### src/rtl/core/cpfr_pkg.sv
// Shared types and constants for the checksummed parameter frame receiver.
// No dependencies.
`timescale 1ns / 1ps

package cpfr_pkg;

   // Frame geometry; the frame layout is fixed at 44 bytes
   localparam int FRAME_BYTES = 44;
   localparam int SUM_W       = 14;            // 42 bytes * 255 < 2**14
   localparam logic [7:0] HEAD_LO = 8'hFF;
   localparam logic [7:0] LEN_LO  = 8'(FRAME_BYTES);

   // Byte offsets inside the frame
   localparam int OFF_ANGLE = 4;
   localparam int OFF_BKP   = 8;
   localparam int OFF_BKD   = 12;
   localparam int OFF_VKP   = 16;
   localparam int OFF_VKI   = 20;
   localparam int OFF_ENC   = 24;
   localparam int OFF_ALEN  = FRAME_BYTES - 4;

   // Queue between the front and back parts
   localparam int QUEUE_DEPTH = 2;
   localparam int QPTR_W      = 1;
   localparam int QCNT_W      = 2;

   // One classified transaction passed from front to back
   typedef struct packed {
      logic        frame_ok;
      logic [31:0] angle;
      logic [31:0] b_kp;
      logic [31:0] b_kd;
      logic [31:0] v_kp;
      logic [31:0] v_ki;
      logic [31:0] enc;
   } cpfr_cmd_type;

endpackage

### src/rtl/core/cpfr_front.sv
// Front part: byte window, running checksum and frame classification.
// Depends on cpfr_pkg.
`timescale 1ns / 1ps

module cpfr_front import cpfr_pkg::*; (
   input  logic         clock,
   input  logic         reset,
   input  logic         req_valid,
   output logic         req_ready,
   input  logic [7:0]   req_rx_byte,
   input  logic         queue_ready,
   output logic         cmd_push,
   output cpfr_cmd_type cmd
);

   logic [7:0]       win_ff [FRAME_BYTES];
   logic [7:0]       win_in [FRAME_BYTES];
   logic [SUM_W-1:0] sum_ff;
   logic [SUM_W-1:0] sum_in;
   logic [SUM_W-1:0] sum_shift;
   logic             frame_ok;

   // Field of the shifted window at offset off is old window byte off+1
   function automatic logic [31:0] le32(input logic [7:0] b0, input logic [7:0] b1,
                                        input logic [7:0] b2, input logic [7:0] b3);
      le32 = {b3, b2, b1, b0};
   endfunction

   assign req_ready = queue_ready;
   assign cmd_push  = req_valid && queue_ready;

   // sum_ff holds the sum of bytes 0..41 of the current window
   assign sum_shift = sum_ff + SUM_W'(win_ff[FRAME_BYTES-2]) - SUM_W'(win_ff[0]);

   assign frame_ok = (win_ff[1] == HEAD_LO) && (win_ff[2] == 8'h00)
                  && (win_ff[3] == LEN_LO) && (win_ff[4] == 8'h00)
                  && ((win_ff[OFF_ALEN+1] & LEN_LO) == 8'h00)
                  && ({2'b00, sum_shift} == {req_rx_byte, win_ff[FRAME_BYTES-1]});

   always_comb begin
      cmd.frame_ok = frame_ok;
      cmd.angle = le32(win_ff[OFF_ANGLE+1], win_ff[OFF_ANGLE+2],
                       win_ff[OFF_ANGLE+3], win_ff[OFF_ANGLE+4]);
      cmd.b_kp  = le32(win_ff[OFF_BKP+1], win_ff[OFF_BKP+2],
                       win_ff[OFF_BKP+3], win_ff[OFF_BKP+4]);
      cmd.b_kd  = le32(win_ff[OFF_BKD+1], win_ff[OFF_BKD+2],
                       win_ff[OFF_BKD+3], win_ff[OFF_BKD+4]);
      cmd.v_kp  = le32(win_ff[OFF_VKP+1], win_ff[OFF_VKP+2],
                       win_ff[OFF_VKP+3], win_ff[OFF_VKP+4]);
      cmd.v_ki  = le32(win_ff[OFF_VKI+1], win_ff[OFF_VKI+2],
                       win_ff[OFF_VKI+3], win_ff[OFF_VKI+4]);
      cmd.enc   = le32(win_ff[OFF_ENC+1], win_ff[OFF_ENC+2],
                       win_ff[OFF_ENC+3], win_ff[OFF_ENC+4]);
   end

   always_comb begin
      for (int i = 0; i < FRAME_BYTES - 1; i++) begin
         win_in[i] = win_ff[i+1];
      end
      win_in[FRAME_BYTES-1] = req_rx_byte;
      sum_in = sum_shift;
      if (frame_ok) begin
         // accepted frame: window starts over from all zero
         for (int i = 0; i < FRAME_BYTES; i++) begin
            win_in[i] = 8'h00;
         end
         sum_in = '0;
      end
   end

   always_ff @(posedge clock) begin
      if (reset) begin
         for (int i = 0; i < FRAME_BYTES; i++) begin
            win_ff[i] <= 8'h00;
         end
         sum_ff <= '0;
      end else if (cmd_push) begin
         for (int i = 0; i < FRAME_BYTES; i++) begin
            win_ff[i] <= win_in[i];
         end
         sum_ff <= sum_in;
      end
   end

`ifndef SYNTHESIS
   a_sum_cleared: assert property (@(posedge clock) disable iff (reset)
      cmd_push && frame_ok |=> sum_ff == '0)
      else $error("running sum not cleared after accepted frame");
`endif

endmodule

### src/rtl/core/cpfr_queue.sv
// Short queue of classified transactions between front and back parts.
// Depends on cpfr_pkg.
`timescale 1ns / 1ps

module cpfr_queue import cpfr_pkg::*; (
   input  logic         clock,
   input  logic         reset,
   input  logic         push,
   input  cpfr_cmd_type push_cmd,
   output logic         not_full,
   input  logic         pop,
   output logic         not_empty,
   output cpfr_cmd_type head_cmd
);

   cpfr_cmd_type      entry_ff [QUEUE_DEPTH];
   logic [QPTR_W-1:0] wr_ptr_ff;
   logic [QPTR_W-1:0] rd_ptr_ff;
   logic [QCNT_W-1:0] count_ff;
   logic [QCNT_W-1:0] count_in;

   assign not_full  = (count_ff != QCNT_W'(QUEUE_DEPTH));
   assign not_empty = (count_ff != '0);
   assign head_cmd  = entry_ff[rd_ptr_ff];

   always_comb begin
      count_in = count_ff;
      if (push && !pop) begin
         count_in = count_ff + 1'b1;
      end else if (pop && !push) begin
         count_in = count_ff - 1'b1;
      end
   end

   always_ff @(posedge clock) begin
      if (push) begin
         entry_ff[wr_ptr_ff] <= push_cmd;
      end
   end

   always_ff @(posedge clock) begin
      if (reset) begin
         wr_ptr_ff <= '0;
         rd_ptr_ff <= '0;
         count_ff  <= '0;
      end else begin
         if (push) begin
            wr_ptr_ff <= wr_ptr_ff + 1'b1;
         end
         if (pop) begin
            rd_ptr_ff <= rd_ptr_ff + 1'b1;
         end
         count_ff <= count_in;
      end
   end

`ifndef SYNTHESIS
   a_count_range: assert property (@(posedge clock) disable iff (reset)
      count_ff <= QCNT_W'(QUEUE_DEPTH))
      else $error("queue count out of range");
   a_no_overflow: assert property (@(posedge clock) disable iff (reset)
      push |-> not_full)
      else $error("push into full queue");
   a_no_underflow: assert property (@(posedge clock) disable iff (reset)
      pop |-> not_empty)
      else $error("pop from empty queue");
`endif

endmodule

### src/rtl/core/cpfr_back.sv
// Back part: held parameter registers and the result output register.
// Depends on cpfr_pkg.
`timescale 1ns / 1ps

module cpfr_back import cpfr_pkg::*; (
   input  logic               clock,
   input  logic               reset,
   input  logic               cmd_valid,
   input  cpfr_cmd_type       cmd,
   output logic               cmd_pop,
   output logic               rsp_valid,
   input  logic               rsp_ready,
   output logic               rsp_frame_accepted,
   output logic signed [31:0] rsp_balance_angle,
   output logic signed [31:0] rsp_balance_kp,
   output logic signed [31:0] rsp_balance_kd,
   output logic signed [31:0] rsp_velocity_kp,
   output logic signed [31:0] rsp_velocity_ki,
   output logic signed [31:0] rsp_encoder_filter
);

   logic        rsp_valid_ff, rsp_valid_in;
   logic        accepted_ff;
   logic [31:0] angle_ff, angle_in;
   logic [31:0] b_kp_ff, b_kp_in;
   logic [31:0] b_kd_ff, b_kd_in;
   logic [31:0] v_kp_ff, v_kp_in;
   logic [31:0] v_ki_ff, v_ki_in;
   logic [31:0] enc_ff, enc_in;

   assign cmd_pop = cmd_valid && (!rsp_valid_ff || rsp_ready);

   always_comb begin
      rsp_valid_in = rsp_valid_ff && !rsp_ready;
      if (cmd_pop) begin
         rsp_valid_in = 1'b1;
      end
      // on an accepted frame the angle always loads; the other fields only when nonzero
      angle_in = cmd.frame_ok ? cmd.angle : angle_ff;
      b_kp_in  = (cmd.frame_ok && cmd.b_kp != '0) ? cmd.b_kp : b_kp_ff;
      b_kd_in  = (cmd.frame_ok && cmd.b_kd != '0) ? cmd.b_kd : b_kd_ff;
      v_kp_in  = (cmd.frame_ok && cmd.v_kp != '0) ? cmd.v_kp : v_kp_ff;
      v_ki_in  = (cmd.frame_ok && cmd.v_ki != '0) ? cmd.v_ki : v_ki_ff;
      enc_in   = (cmd.frame_ok && cmd.enc  != '0) ? cmd.enc  : enc_ff;
   end

   always_ff @(posedge clock) begin
      if (reset) begin
         rsp_valid_ff <= 1'b0;
         accepted_ff  <= 1'b0;
         angle_ff     <= '0;
         b_kp_ff      <= '0;
         b_kd_ff      <= '0;
         v_kp_ff      <= '0;
         v_ki_ff      <= '0;
         enc_ff       <= '0;
      end else begin
         rsp_valid_ff <= rsp_valid_in;
         if (cmd_pop) begin
            accepted_ff <= cmd.frame_ok;
            angle_ff    <= angle_in;
            b_kp_ff     <= b_kp_in;
            b_kd_ff     <= b_kd_in;
            v_kp_ff     <= v_kp_in;
            v_ki_ff     <= v_ki_in;
            enc_ff      <= enc_in;
         end
      end
   end

   assign rsp_valid          = rsp_valid_ff;
   assign rsp_frame_accepted = accepted_ff;
   assign rsp_balance_angle  = signed'(angle_ff);
   assign rsp_balance_kp     = signed'(b_kp_ff);
   assign rsp_balance_kd     = signed'(b_kd_ff);
   assign rsp_velocity_kp    = signed'(v_kp_ff);
   assign rsp_velocity_ki    = signed'(v_ki_ff);
   assign rsp_encoder_filter = signed'(enc_ff);

`ifndef SYNTHESIS
   a_pop_shows: assert property (@(posedge clock) disable iff (reset)
      cmd_pop |=> rsp_valid_ff)
      else $error("popped transaction not presented");
   a_hold_no_frame: assert property (@(posedge clock) disable iff (reset)
      cmd_pop && !cmd.frame_ok |=> $stable(angle_ff) && $stable(b_kp_ff) && $stable(enc_ff))
      else $error("held value changed without accepted frame");
`endif

endmodule

### src/rtl/core/checksummed_parameter_frame_receiver_top.sv
// Top level of the checksummed parameter frame receiver.
// Depends on cpfr_pkg, cpfr_front, cpfr_queue and cpfr_back.
// rsp_valid follows an accepted byte transaction through the queue entry, then the output register.
// Throughput: one byte per cycle while the queue has room, set by the window shift and checksum update.
// Reset (synchronous, active high) clears the window, running sum, queue and held values.
`timescale 1ns / 1ps

module checksummed_parameter_frame_receiver_top import cpfr_pkg::*; (
   input  logic               clock,
   input  logic               reset,
   input  logic               req_valid,
   output logic               req_ready,
   input  logic [7:0]         req_rx_byte,
   output logic               rsp_valid,
   input  logic               rsp_ready,
   output logic               rsp_frame_accepted,
   output logic signed [31:0] rsp_balance_angle,
   output logic signed [31:0] rsp_balance_kp,
   output logic signed [31:0] rsp_balance_kd,
   output logic signed [31:0] rsp_velocity_kp,
   output logic signed [31:0] rsp_velocity_ki,
   output logic signed [31:0] rsp_encoder_filter
);

   // Front -> queue
   logic         q_not_full;
   logic         cmd_push;
   cpfr_cmd_type front_cmd;

   // Queue -> back
   logic         q_not_empty;
   logic         cmd_pop;
   cpfr_cmd_type head_cmd;

   // Front: slides the 44-byte window and keeps a running sum of bytes 0..41,
   // so every byte transaction is classified in the cycle it arrives.
   cpfr_front u_front (
      .clock       (clock),
      .reset       (reset),
      .req_valid   (req_valid),
      .req_ready   (req_ready),
      .req_rx_byte (req_rx_byte),
      .queue_ready (q_not_full),
      .cmd_push    (cmd_push),
      .cmd         (front_cmd)
   );

   // Two-entry queue lets the front keep taking bytes while a result stalls.
   cpfr_queue u_queue (
      .clock     (clock),
      .reset     (reset),
      .push      (cmd_push),
      .push_cmd  (front_cmd),
      .not_full  (q_not_full),
      .pop       (cmd_pop),
      .not_empty (q_not_empty),
      .head_cmd  (head_cmd)
   );

   // Back: applies accepted frames to the held values (all but the angle only
   // when nonzero) and registers one result per transaction.
   cpfr_back u_back (
      .clock              (clock),
      .reset              (reset),
      .cmd_valid          (q_not_empty),
      .cmd                (head_cmd),
      .cmd_pop            (cmd_pop),
      .rsp_valid          (rsp_valid),
      .rsp_ready          (rsp_ready),
      .rsp_frame_accepted (rsp_frame_accepted),
      .rsp_balance_angle  (rsp_balance_angle),
      .rsp_balance_kp     (rsp_balance_kp),
      .rsp_balance_kd     (rsp_balance_kd),
      .rsp_velocity_kp    (rsp_velocity_kp),
      .rsp_velocity_ki    (rsp_velocity_ki),
      .rsp_encoder_filter (rsp_encoder_filter)
   );

endmodule

### config.mk
export PLATFORM = sky130hd
export DESIGN_NAME = checksummed_parameter_frame_receiver_top
export DESIGN_NICKNAME = d
export VERILOG_FILES = /design/src/rtl/core/cpfr_pkg.sv /design/src/rtl/core/cpfr_front.sv /design/src/rtl/core/cpfr_queue.sv /design/src/rtl/core/cpfr_back.sv /design/src/rtl/core/checksummed_parameter_frame_receiver_top.sv
export SDC_FILE = /design/constraint.sdc
export NUM_CORES = 1
export LEC_CHECK = 0
export ABC_AREA = 0
export BUFFER_PORTS_ARGS = -buffer_cell sky130_fd_sc_hd__clkbuf_2
export CAP_MARGIN = 30
export CORE_ASPECT_RATIO = 0.8
export CORE_MARGIN = 2
export CORE_UTILIZATION = 45
export DETAILED_ROUTE_END_ITERATION = 7
export GPL_ROUTABILITY_DRIVEN = 0
export REMOVE_ABC_BUFFERS = 1
export SLEW_MARGIN = 10
export SYNTH_ARGS = -nofsm -noshare
export SYNTH_HDL_FRONTEND = slang
export SYNTH_SLANG_ARGS = --single-unit
### constraint.sdc
create_clock -name clock -period 13.5 [get_ports clock]
set_clock_uncertainty 0.2 [all_clocks]
set_input_delay 1.35 -clock clock [delete_from_list [all_inputs] [get_ports clock]]
set_output_delay 1.35 -clock clock [all_outputs]
set_load 0.05 [all_outputs]
==> results by group, run 1 <==
Hold path
  – Hold Path Sink: u_queue.entry_ff[1][150]$_DFFE_PP_
  – Worst hold path stage count: 0
  – Hold path start: u_front.win_ff[0][94]$_SDFFCE_PP0P_
  – HP Class: flip-flop to flip-flop

Placement
  – Placement Setup Slack: between 8 and 9 ns
  – Detail Placement HPWL: approximately 44 mm
  – PortBufs: ~200
  – Placed Area: 37,800 sq um

Floorplanning
  – Area of the core: around 79,000 sq um
  – Die area: slightly above 80,000 sq um
  – Starting Density: 45.5%
  – Die X: between 300 and 400 um
  – Die Ht: 256 um
  – Io pins: between 200 and 250
  – Num rows: a little over 90

Pwr
  – Psw: around 3.2 mW
  – P_leak: approximately 16 nW
  – Logic gate share of total power: roughly 28%
  – Int Power: ~6 mW
  – Net Sw Frac: 34.3%
  – Pwr Density: roughly 230 nW/um^2
  – Peak VDD IR: about 0.11 mV
  – Sequential share of power: 44.6%
  – Clock Power Share: 28.0%

Logic synthesis
  – EDFF count, synth: approximately 740
  – YS warnings: 0
  – Register area share after synthesis: between 70 and 80%
  – Top-count cell post-synth: edfxtp_1
  – Post-synthesis compound-gate area fraction: under 10%
  – Area leader, netlist: edfxtp_1
  – Avg Cell Area, Syn: approximately 15 sq um
  – Simple-gate area share of the yosys netlist: roughly 11%
  – Main combinational cell family by area after synthesis: simple AND/OR/NAND/NOR gates
  – Most frequent cells after synthesis: edfxtp_1 (738), and3_1 (275), dfxtp_1 (213), nor2_1 (213)
  – Post-synthesis cell type count: 57
  – Main synth FF type: edfxtp_1
  – Synth Register Bits: between 900 and 1,000
  – Ys async rst share: 0%
  – Adder-Cell Fraction of Synth Area: less than 1%
  – Top cell type's share of synthesized area: approximately 60%
  – Mapped Area: approximately 36,000 sq um
  – Top post-synthesis cells by area: edfxtp_1 (62%), dfxtp_1 (12%), mux2i_1 (5.4%), and3_1 (4.8%), a211oi_1 (4.1%)
  – Synth Instances: around 2,400
  – Post-synthesis mux area share: 5.42%
  – Xor/xnor share of the synthesized area: less than 1%

Setup path
  – WS Path Type: flip-flop to flip-flop
  – Arrival time of the worst setup path: 5.79 ns
  – Bufs and invs on worst path: 4
  – Critical Path Sink Type: flip-flop
  – R2R Setup Slk: between 8 and 9 ns
  – CP top delay family: buffers and inverters
  – Crit-path slowest cell: buf_4
  – CP Depth: 14
  – Crit path required time: ~14 ns
  – Worst-path cell chain: inv_1 > fa_1 > inv_1 > fa_1 > a21o_1 > a221oi_2 > o31ai_1 > or3b_1 > o2111a_1 > nor4b_2 > a21oi_4 > buf_12 > buf_4 > and3_1
  – Crit-path max FO: between 200 and 300
  – Cells on worst reg2reg path: 14
  – Slowest stage delay, CP: roughly 0.82 ns
  – Worst r2r src: u_front.win_ff[2][81]$_SDFFCE_PP0P_
  – Type of origin of the critical path: flip-flop
  – Critical R2R Capture: u_front.win_ff[0][80]$_SDFFCE_PP0P_

Clock network
  – TritonCTS clock tree: done
  – Max Root-Sink Buffers: 3
  – Hold_buf cts: 0
  – Post-CTS sizing: 0
  – Clk sinks: ~950
  – CTS Root Cell: clkbuf_16
  – CTS clk-pin slew, worst paths: roughly 0.06 ns
  – Clock Latency Late Sink: 0.65 ns
  – Post-CTS setup buffers: 0
  – Total CTS buffers: 91
  – Htree depth: 3

Job
  – Max Cap Viol: 0

STA
  – Hold WS: roughly 0.26 ns
  – Final Cycle Share: 40.7%
  – Fin crit period: 5.49 ns
  – Final TNS setup: 0 ns
  – Worst Tran Pin Value: roughly 1.1 ns
  – Final Hold Viols: 0
  – Worst Slack Setup Final: around 8 ns
  – Fin. max-slew vios: 0
  – Slew headroom: 27.3%
  – Unrepaired setup endpoints after global routing: false
  – Fmax: approximately 180 MHz
  – Setup-failing EPs final: 0

Global route
  – Largest net degree at the start of global routing: 259
  – Met2 usage: between 20% and 30%
  – Gr usage total: between 10% and 20%
  – Vias in the first global route: between 15,000 and 20,000
  – Grt met1 use: about a quarter
  – First-pass GRT wire length: 112 mm
  – Grt ovf: 0
  – GRT busiest layer: met2
  – Met3 GRT Util: 3.19%
  – Initial antenna violation count: 2

Outcome
  – Status: completed

Routing
  – DRC Markers: 0
  – Avg WL per Cell: between 15 and 20 um
  – Via count: just under 20,000
  – Total Wirelength: approximately 72 mm
  – Post-route antenna net violation count: 0
  – Via density: between 5 and 6
  – DR iter-0 viols: ~1,600
  – DRT Pass-1 Iters: 5

Layout
  – N_diodes: 0
  – Core Util, Final: 52.1%
  – P&R area growth vs syn: 14.5%
  – Nets@finish: 2,591
  – Finished layout cell area: just over 40,000 sq um
  – Layout cells sized above 1: 15.2%
-- metal layers --
layer  vias to the layer above  wire length [um]  part of all wire, %
met5                         -                 0                    0
met4                         0              1460                  2.0
met3                       103              3260                  4.5
met2                       398             32800                   45
met1                      9826             34800                   48
li1                       9476                 -                    -
-- final cells by class --
type,count,area (sq um)
Fill cell,6494,37800
Clock inverter,49,584
Sequential cell,951,26400
Timing Repair Buffer,239,1450
Tap cell,1034,1290
Multi-Input combinational cell,1232,8610
Inverter,41,161
Clock buffer,121,2510
-- state kept, by name (all words and copies together) (netlist names), named ones only --
register and flops:
u_front.sum_ff 14, u_queue.wr_ptr_ff 1, u_back.rsp_velocity_ki 32, u_back.rsp_balance_kd 32
u_back.rsp_encoder_filter 32, u_back.rsp_valid 1, u_back.rsp_velocity_kp 32, u_front.win_ff 352
u_queue.count_ff 2, u_queue.entry_ff 386, u_back.rsp_balance_angle 32, u_back.rsp_frame_accepted 1
u_queue.rd_ptr_ff 1, u_back.rsp_balance_kp 32
-- cell usage in the layout, fill, tap and decap left out, drive strengths merged, types with 17 or more instances in the layout --
cell type | Yosys | routed
nor2 | 213 | 213
inv | 41 | 48
dfxtp | 213 | 213
mux2i | 194 | 194
buf | 28 | 34
and3 | 275 | 275
nor4 | 74 | 74
a211oi | 194 | 194
clkbuf | 135 | 326
edfxtp | 738 | 738
and2 | 76 | 76
clkinv | 0 | 30
nand4 | 25 | 25
a21oi | 17 | 17
-- power groups by stage --
stage	registers [mW]	clock network (mW)	logic, mW
6_report	4.19	2.63	2.59
5_1_grt	4.26	2.80	2.80
4_1_cts	4.20	2.69	2.59
3_5_place_dp	4.26	0	2.58
3_3_place_gp	4.24	0	2.55
2_1_floorplan	4.97	0	1.43
-- logic make-up (layout without fill, tap and decap cells) --
kind of cell    after synthesis  count (layout)
compound gates              266             266
xor+xnor                     30              30
fa+ha+maj                    23              23
buf+inv                     204             450
flops                       951             951
mux                         194             194
simple gates                719             719
-- stage by stage --
step	cells	power, mW
after floorplan	2224	6.40
after global placement	3489	6.78
after detailed placement	3492	6.84
after CTS	3662	9.48
after global routing	3667	9.86
final	3667	9.41
-- worst max path at each step --
stage          slack [ns]                                 from                                     to
2_1_floorplan       -0.52                            flip-flop  u_back.rsp_balance_kd[0]$_SDFFE_PP0P_
3_3_place_gp         8.18  u_front.win_ff[2][81]$_SDFFCE_PP0P_     u_front.win_ff[0][7]$_SDFFCE_PP0P_
3_5_place_dp         8.10  u_front.win_ff[2][81]$_SDFFCE_PP0P_    u_front.win_ff[0][82]$_SDFFCE_PP0P_
4_1_cts              8.09  u_front.win_ff[2][81]$_SDFFCE_PP0P_   u_front.win_ff[0][101]$_SDFFCE_PP0P_
5_1_grt              7.69  u_front.win_ff[2][81]$_SDFFCE_PP0P_     u_front.win_ff[0][9]$_SDFFCE_PP0P_
6_report             8.01  u_front.win_ff[2][81]$_SDFFCE_PP0P_    u_front.win_ff[0][80]$_SDFFCE_PP0P_
-- worst reg2reg max path: stages, from the launching register on --
cell and delay, ns:
edfxtp_1 0.32, inv_1 0.07, fa_1 0.53, inv_1 0.07, fa_1 0.49, a21o_1 0.22
a221oi_2 0.45, o31ai_1 0.24, or3b_1 0.39, o2111a_1 0.13, nor4b_2 0.18, a21oi_4 0.15
buf_12 0.55, buf_4 1.09, and3_1 0.31
No activity file was read; power rests on OpenSTA's default activity.
==> run 2, diff against run 1 <==
==> constraint.sdc (replaced) <==
create_clock -name clock -period 4.61 [get_ports clock]
set_clock_uncertainty 0.2 [all_clocks]
set_input_delay 0.461 -clock clock [delete_from_list [all_inputs] [get_ports clock]]
set_output_delay 0.461 -clock clock [all_outputs]
set_load 0.05 [all_outputs]
==> run 2 against run 1 <==
  * Hold slack improved by 0.0018 ns
  * Critical endpoint is now u_front.win_ff[0][36]$_SDFFCE_PP0P_
  * Critical path type unchanged
  * Utilization is 0.86 points higher
  * Die area is the same
  * Clock power grew to 3.0 times the previous value
  * Critical path depth decreased by 1
  * Total power rose to 3.0 times the previous value
==> results by group, run 2 (synthesis results as in run 1) <==
STA
  – Worst Tran Pin Value: 0.988 ns (was 1.09 ns)
  – Final TNS setup: 0 ns (unchanged)
  – Worst Slack Setup Final: 0.205 ns (was 8.01 ns)
  – Slew headroom: 34.1% (was 27.3%)
  – Setup-failing EPs final: 0 (unchanged)
  – Fin. max-slew vios: 0 (unchanged)
  – Hold WS: 0.265 ns (was 0.263 ns)
  – Final Cycle Share: 95.6% (was 40.7%)
  – Final Hold Viols: 0 (unchanged)
  – Fmax: 227 MHz (was 182 MHz)
  – Fin crit period: 4.40 ns (was 5.49 ns)

Clock network
  – Max Root-Sink Buffers: 3 (unchanged)
  – CTS Root Cell: clkbuf_16 (unchanged)
  – CTS clk-pin slew, worst paths: 0.06 ns (about the same)
  – Clock Latency Late Sink: 0.65 ns (about the same)
  – Clk sinks: 951 (unchanged)
  – Total CTS buffers: 93 (was 91)
  – Htree depth: 3 (unchanged)
  – TritonCTS clock tree: done (unchanged)

Floorplanning
  – Die Ht: 256 um (unchanged)
  – Die X: 320 um (unchanged)
  – Io pins: 207 (unchanged)
  – Die area: 81,900 sq um (unchanged)
  – Area of the core: 78,900 sq um (unchanged)
  – Starting Density: 45.5% (unchanged)
  – Num rows: 92 (unchanged)

Layout
  – P&R area growth vs syn: 16.4% (was 14.5%)
  – Most flops, register: u_queue.entry_ff (unchanged)
  – Number of flip-flops under the largest register name: 386 (unchanged)
  – Count of non-filler cells in the finished layout: 3,711 (was 3,667)
  – Nets@finish: 2,631 (was 2,591)
  – Biggest registers after layout: u_queue.entry_ff x386, u_front.win_ff x352 (unchanged)
  – Leading cell types in the layout, fill and taps excluded: edfxtp_1 (738), and3_1 (274), nor2_1 (212), dfxtp_1 (212), clkbuf_2 (205) (unchanged)
  – Most common cell after layout, fill and taps aside: edfxtp_1 (unchanged)
  – Finished layout cell area: 41,700 sq um (was 41,000 sq um)
  – Layout cells sized above 1: 16.0% (was 15.2%)

Job
  – Max Cap Viol: 0 (unchanged)

Placement
  – PortBufs: 206 (unchanged)
  – Detail Placement HPWL: 45.6 mm (was 44.3 mm)
  – Placed Area: 38,100 sq um (was 37,800 sq um)
  – Placement Setup Slack: 0.167 ns (was 8.10 ns)
  – Placed instance count: 3,510 (was 3,492)

Pwr
  – Int Power: 18.2 mW (was 6.18 mW)
  – Net Sw Frac: 34.6% (was 34.3%)
  – Clock Power Share: 27.9% (was 28.0%)
  – Pwr Density: 667 nW/um^2 (was 229 nW/um^2)
  – Psw: 9.62 mW (was 3.23 mW)
  – Logic gate share of total power: 27.9% (was 27.5%)
  – Peak VDD IR: 0.311 mV (was 0.114 mV)
  – Sequential share of power: 44.2% (was 44.6%)
  – P_leak: 15.9 nW (was 15.6 nW)

Routing
  – DR iter-0 viols: 1,526 (was 1,588)
  – Via count: 20,000 (was 19,800)
  – DRT Pass-1 Iters: 5 (unchanged)
  – Via density: 5.40 (about the same)
  – Post-route antenna net violation count: 0 (unchanged)
  – DRC Markers: 0 (unchanged)
  – Avg WL per Cell: 19.9 um (was 19.7 um)
  – Total Wirelength: 74.0 mm (was 72.3 mm)

Global route
  – Gr usage total: 17.3% (about the same)
  – Initial antenna violation count: 0 (was 2)
  – First-pass GRT wire length: 112 mm (about the same)
  – Largest net degree at the start of global routing: 182 (was 259)
  – Grt ovf: 0 (unchanged)
  – Vias in the first global route: 19,100 (was 19,200)

Setup path
  – Crit path required time: 4.80 ns (was 13.80 ns)
  – WS Path Type: flip-flop to flip-flop (unchanged)
  – Type of origin of the critical path: flip-flop (unchanged)
  – Arrival time of the worst setup path: 4.60 ns (was 5.79 ns)
  – Crit-path max FO: 13 (was 258)
  – Critical Path Sink Type: flip-flop (unchanged)

Hold path
  – HP Class: flip-flop to flip-flop (unchanged)

Outcome
  – Status: completed (unchanged)
## run 2: power groups by stage
stage	logic (mW)	registers [mW]	clock network, mW
2_1_floorplan	3.97	14.5	0
3_3_place_gp	7.64	12.4	0
3_5_place_dp	7.73	12.5	0
4_1_cts	7.77	12.3	7.94
5_1_grt	8.37	12.5	8.28
6_report	7.78	12.3	7.76
## run 2: cell type report
| class | count | area, sq um |
|---|---|---|
| fill | 6363 | 37100 |
| sequential | 951 | 26400 |
| multi-input combinational | 1232 | 8640 |
| clock buffer | 127 | 2570 |
| timing repair buffer | 277 | 2040 |
| tap | 1034 | 1290 |
| clock inverter | 48 | 584 |
| inverter | 41 | 161 |
| antenna | 1 | 2.50 |
## run 2: path summary, 6_finish.rpt
check                                                         from                                   to  slack (ns)  cells past startpoint
worst max register to register  u_front.win_ff[0][1]$_SDFFCE_PP0P_  u_front.win_ff[0][36]$_SDFFCE_PP0P_        0.21                     13
worst min register to register      u_front.sum_ff[0]$_SDFFE_PP0P_       u_front.sum_ff[0]$_SDFFE_PP0P_        0.26                      1
worst min-delay path                u_front.sum_ff[0]$_SDFFE_PP0P_       u_front.sum_ff[0]$_SDFFE_PP0P_        0.26                      1
worst max-delay path            u_front.win_ff[0][1]$_SDFFCE_PP0P_  u_front.win_ff[0][36]$_SDFFCE_PP0P_        0.21                     13
## run 2: worst max-delay path: stages, from the launching register on
cell and delay [ns]:
edfxtp_1 0.40, fa_1 0.58, inv_2 0.06, fa_2 0.56, xnor2_1 0.12, nand4_1 0.13, or4_4 0.56, a2111oi_4 0.20
nand4b_1 0.19, nor4b_4 0.36, a21oi_4 0.20, buf_12 0.20, buf_16 0.16, and3_1 0.20
## run 2: stage by stage
step	total power [mW]	util [%]
finish	27.8	52.9
global route	29.1	52.9
CTS	28.0	52.5
detailed placement	20.2	48.3
global placement	20.1	48.3
floorplan	18.4	-
## run 2: per-layer routing
| metal | vias to the layer above | wire (um) | GRT usage, % |
|---|---|---|---|
| met2 | 464 | 33300 | 26.1 |
| li1 | 9573 | - | - |
| met1 | 9897 | 35600 | 26.0 |
| met3 | 110 | 3520 | 3.09 |
| met4 | 0 | 1560 | 4.59 |
| met5 | - | 0 | 0 |
## run 2: what timing repair did
action                                 4_1_cts  5_1_grt
hold buffers                                10        0
gates resized for setup                      0       11
endpoints found under the hold margin       11        0
buffers inserted                             0        3
setup endpoints to repair                    0      229
